==> src/hw/rtl/slcp_pkg.sv <==
// Shared types and constants for the spectrum level color picker.
// Used by slcp_ctrl, slcp_dp and spectrum_level_color_picker; no dependencies.
package slcp_pkg;

    localparam int BINS        = 64;
    localparam int TABLE_DEPTH = 512;

    localparam int SAMPLE_W = 16;
    localparam int COLOR_W  = 24;
    localparam int LEVEL_W  = 9;
    localparam int INDEX_W  = 9;
    localparam int SUM_W    = 22;
    localparam int COUNT_W  = 7;
    localparam int DIVS_W   = 8;
    localparam int ADDR_W   = (TABLE_DEPTH > 1) ? $clog2(TABLE_DEPTH) : 1;
    localparam int POS_W    = $clog2(BINS + 1);

    localparam int DIV_BIAS  = 10;
    localparam int LEVEL_MAX = 511;
    localparam int LEVEL_LIM = (TABLE_DEPTH - 1 < LEVEL_MAX) ? TABLE_DEPTH - 1 : LEVEL_MAX;
    localparam int DIV_STEPS = SUM_W;
    localparam int STEP_W    = $clog2(DIV_STEPS);

    localparam logic KIND_TABLE = 1'b0;
    localparam logic KIND_BIN   = 1'b1;

    typedef struct packed {
        logic                       kind;
        logic signed [SAMPLE_W-1:0] left_bin;
        logic signed [SAMPLE_W-1:0] right_bin;
        logic                       frame_last;
        logic [INDEX_W-1:0]         table_index;
        logic [COLOR_W-1:0]         table_color;
    } t_in;

    typedef struct packed {
        logic [COLOR_W-1:0] color;
        logic [LEVEL_W-1:0] level;
    } t_out;

    typedef struct packed {
        logic tbl_wr;
        logic bin_acc;
        logic frame_end;
        logic div_step;
        logic mem_rd;
        logic out_load;
    } t_cmd;

    typedef struct packed {
        logic div_done;
    } t_stat;

endpackage

==> src/hw/rtl/slcp_ctrl.sv <==
// Controller of the spectrum level color picker: sequences accumulation,
// division, table read and result hand-off. Depends on slcp_pkg.
module slcp_ctrl (
    input  logic            i_clk,
    input  logic            i_rst_n,
    input  logic            i_in_valid,
    input  logic            i_kind,
    input  logic            i_last,
    output logic            o_in_ready,
    output logic            o_out_valid,
    input  logic            i_out_ready,
    input  slcp_pkg::t_stat i_stat,
    output slcp_pkg::t_cmd  o_cmd
);

    typedef enum logic [1:0] {
        S_IDLE,
        S_DIV,
        S_READ,
        S_LOAD
    } t_state;

    t_state r_state;
    t_state n_state;
    logic   r_out_valid;
    logic   n_out_valid;
    logic   accept;

    assign o_in_ready = (r_state == S_IDLE);
    assign accept     = i_in_valid && o_in_ready;

    always_comb begin
        o_cmd       = '0;
        n_state     = r_state;
        n_out_valid = r_out_valid && !i_out_ready;
        case (r_state)
            S_IDLE: begin
                o_cmd.tbl_wr  = accept && (i_kind == slcp_pkg::KIND_TABLE);
                o_cmd.bin_acc = accept && (i_kind == slcp_pkg::KIND_BIN);
                if (o_cmd.bin_acc && i_last) begin
                    o_cmd.frame_end = 1'b1;
                    n_state         = S_DIV;
                end
            end
            S_DIV: begin
                o_cmd.div_step = 1'b1;
                if (i_stat.div_done) begin
                    n_state = S_READ;
                end
            end
            S_READ: begin
                o_cmd.mem_rd = 1'b1;
                n_state      = S_LOAD;
            end
            S_LOAD: begin
                if (!r_out_valid || i_out_ready) begin
                    o_cmd.out_load = 1'b1;
                    n_out_valid    = 1'b1;
                    n_state        = S_IDLE;
                end
            end
            default: begin
                n_state = S_IDLE;
            end
        endcase
    end

    always_ff @(posedge i_clk) begin
        if (!i_rst_n) begin
            r_state     <= S_IDLE;
            r_out_valid <= 1'b0;
        end else begin
            r_state     <= n_state;
            r_out_valid <= n_out_valid;
        end
    end

    assign o_out_valid = r_out_valid;

    a_load_shows: assert property (@(posedge i_clk) disable iff (!i_rst_n)
        o_cmd.out_load |=> o_out_valid)
        else $error("result load did not raise output valid");

    a_end_divides: assert property (@(posedge i_clk) disable iff (!i_rst_n)
        o_cmd.frame_end |=> (r_state == S_DIV))
        else $error("frame end did not start the divider");

    a_valid_source: assert property (@(posedge i_clk) disable iff (!i_rst_n)
        $rose(o_out_valid) |-> ($past(r_state) == S_LOAD))
        else $error("output valid rose outside the load state");

endmodule

==> config.mk <==
export PLATFORM = sky130hd
export DESIGN_NAME = slcp_ctrl
export DESIGN_NICKNAME = d
export VERILOG_FILES = /design/src/hw/rtl/slcp_pkg.sv /design/src/hw/rtl/slcp_ctrl.sv
export SDC_FILE = /design/constraint.sdc
export NUM_CORES = 1
export LEC_CHECK = 0
export BUFFER_PORTS_ARGS = -buffer_cell sky130_fd_sc_hd__buf_2
export CAP_MARGIN = 40
export CORE_AREA = 8 8 45 47
export DETAILED_ROUTE_END_ITERATION = 10
export DIE_AREA = 0 0 53 55
export SLEW_MARGIN = 10
export SYNTH_ARGS = -nofsm -noshare
export SYNTH_HDL_FRONTEND = slang
export SYNTH_SLANG_ARGS = --single-unit
==> constraint.sdc <==
create_clock -name i_clk -period 1.29 [get_ports i_clk]
set_input_delay 0.1935 -clock i_clk [delete_from_list [all_inputs] [get_ports i_clk]]
set_output_delay 0.1935 -clock i_clk [all_outputs]
set_load 0.02 [all_outputs]
==> metrics.md <==
| Metric | Value |
|---|---|
| Power Dens Cells | `roughly 1700 nW/um2` |
| Filler cells | `between 100 and 150` |
| Die width | `53 um` |
| Worst-Skew Late Latency | `240 ps` |
| Final period utilization | `110%` |
| Hold Vio Cnt, Final | `0` |
| Final wirelength | `869 um` |
| Final Wtd Congestion | `roughly 0.7` |
| Worst Path Arrival | `approximately 1200 ps` |
| Worst path required time | `about 1100 ps` |
| Top fanout value on the critical path | `4` |
| F_max | `about 710 MHz` |
| Setup violators final | `8` |
| Clk root buf | `clkbuf_4` |
| Initial antenna violation count | `0` |
| Initial DRC Count | `8` |
| Post-DP HPWL | `about 600 um` |
| Design area | `about 570 um2` |
| ANT nets after route | `0` |
| Area delta synth->final | `146%` |
| Vias | `about 300` |
| Die Y | `around 55 um` |
| Combinational family with the most area after synthesis | `simple AND/OR/NAND/NOR gates` |
| Hold Path Class | `in -> reg` |
| Failing checks | `negative setup slack` |
| Worst Path Buf+Inv | `2` |
| Post-Synth Adder-Cell Area | `~22%` |
| Critical-path cell list | `inv_4 -> ha_4 -> and3_4 -> and2_4 -> buf_6` |
| Die area | `a little under 3000 um2` |
| Nets | `67` |
| Antenna cells | `0` |
| Slew @ Worst Pin | `roughly 260 ps` |
| Mean Syn Cell Area | `about 9 um2` |
| Largest net degree at the start of global routing | `5` |
| Core Area | `about 1400 um2` |
| Clock-pin transition on the worst setup and hold timing paths | `40 ps` |
| XOR/XNOR share of the synthesized area | `0%` |
| Yosys synthesis warning count | `0` |
| DR pass1 iterations | `4` |
| Status | `complete, but fails checks` |
| Critical path class | `reg -> out` |
| I/O Pins | `15` |
| CTS tree | `built` |
| Port Buffer Count | `14` |
| Clock buffer depth | `2` |
| Worst path slowest cell | `dfxtp_4` |
| Wire per inst | `12.2 um` |
| CP Capture Type | `output port` |
| Gr ovfl total | `0` |
| Clock Skews | `0.793 ps` |
| First-pass GRT wire length | `between 1000 and 1500 um` |
| Final Worst Setup Slack | `-128 ps` |
| Synth Area in Compound Gates | `about 17%` |
| Synthesized cell area | `231 um2` |
| Tmin final | `1420 ps` |
| Placed cell areas | `404 um2` |
| CP Launch Type | `flop` |
| Synth unique cells | `16` |
| Synthesized instance count | `25` |
| DRC viols | `0` |
| LEAKAGE | `0.272 nW` |
| Max_slew headroom | `82.7%` |
| GRT Util Overall | `between 5 and 6%` |
| Post-synthesis mux area share | `4.32%` |
| Register bit total from synthesis | `3` |
| H-tree depth | `1` |
| Worst Hold Slack | `230 ps` |
| Rows | `14` |
| # clock sinks | `3` |
| Starting Density | `~17%` |
| Post-synthesis sequential area ratio | `25.9%` |
| CP delay by family, top | `flip-flops` |
| Layout cells sized above 1 | `between 70 and 80%` |
| Syn_nets | `36` |
| Unrepaired setup endpoints after global routing | `yes` |
| Number of CTS-inserted buffers | `3` |
| Worst VDD drop | `between 0.3 and 0.4 mV` |
| CP peak stage delay | `380 ps` |
| Vias in the first global route | `316` |
| Number of vias per cell | `about 4.3` |
| Fin. max-slew vios | `0` |
| Max-Cap Viols | `0` |
| Simple-Gate Fraction of Synth Area | `between 20% and 30%` |
-- stage by stage --
stage	util [%]	total power, mW	instances	worst slack [ps]	setup TNS [ps]
after floorplan	-	0.436	25	-3.26	-3.26
after global placement	29.2	0.555	59	-26.6	-26.6
after detailed placement	29.2	0.568	59	-47.0	-80.9
after CTS	38.7	0.891	69	-131	-656
after global routing	41.1	1.02	71	-166	-1080
final	41.1	0.959	71	-128	-791
-- state kept, by name, summed over array words and instances (netlist names) --
register,cells
o_out_valid,1
r_state,2
-- synthesized netlist by cell type --
master / n / area [um2]
nor2b_4: 1 / 13.8
nand3_1: 1 / 5.00
mux2i_1: 1 / 10.0
o211a_1: 1 / 10.0
ha_1: 4 / 50.1
and2b_2: 1 / 8.76
and2_1: 1 / 6.26
and3_1: 1 / 6.26
o21a_1: 1 / 7.51
or2_0: 1 / 6.26
inv_1: 3 / 11.3
dfxtp_1: 3 / 60.1
nand2_1: 3 / 11.3
a222oi_1: 1 / 10.0
nor2_1: 1 / 3.75
a221o_2: 1 / 11.3
-- what timing repair did --
action / CTS / global route
buffers inserted: 6 / 2
setup endpoints to repair: 8 / 9
hold buffers: 0 / 0
pin swaps: 6 / 2
cloned: 0 / 0
gates resized for setup: 17 / 6
-- routing by layer --
metal	global-route usage, %	part of all wire [%]	up-vias
li1	-	-	146
met1	4.39	35	144
met2	12.1	56	10
met3	2.41	6.7	2
met4	3.88	2.0	0
met5	0	0	-
-- path summary, 6_finish.rpt --
| path | startpoint | endpoint | slack, ps | cells past startpoint |
|---|---|---|---|---|
| min | i_rst_n | o_out_valid | 230 | 2 |
| max reg2reg | r_state[0] | r_state[0] | -110 | 6 |
| min reg2reg | r_state[1] | r_state[1] | 520 | 2 |
| max | r_state[1] | o_cmd[3] | -130 | 5 |
-- area by class of cell --
type                       count  area (um2)  area share (%)
inverter                       3        16.3            2.86
timing repair buffer          26         219            38.5
sequential                     3        67.6            11.9
tap                           16        20.0            3.52
multi-input combinational     19         220            38.7
clock buffer                   4        26.3            4.62
-- report_power, final --
| part | internal (mW) | switching [mW] |
|---|---|---|
| clock | 0.116 | 0.0550 |
| sequential | 0.123 | 0.0380 |
| combinational | 0.372 | 0.255 |
-- kinds of logic (layout without fill, tap and decap cells) --
family	after synthesis	after routing
AOI/OAI and AO/OA	4	4
DFF	3	3
adders and majority gates	4	4
buffers and inverters	3	33
and+or+nand+nor	10	10
muxes	1	1
-- placed cells by master (no fill, tap or decap) --
cell type / netlist / routed
buf_6: 0 / 11
buf_4: 0 / 8
buf_2: 0 / 7
ha_4: 0 / 4
clkbuf_4: 0 / 3
inv_4: 0 / 2
nand2_1: 3 / 2
dfxtp_4: 0 / 2
and3_4: 0 / 1
and2_4: 0 / 1
nor2b_4: 1 / 1
and2b_2: 1 / 1
nand2_2: 0 / 1
nor2_1: 1 / 1
o21a_1: 1 / 1
inv_1: 3 / 1
nand3_1: 1 / 1
a222oi_1: 1 / 1
or2_0: 1 / 1
a221o_2: 1 / 1
o211a_1: 1 / 1
mux2i_1: 1 / 1
clkbuf_1: 0 / 1
dfxtp_1: 3 / 1
Power figures use the tool's default switching activity.
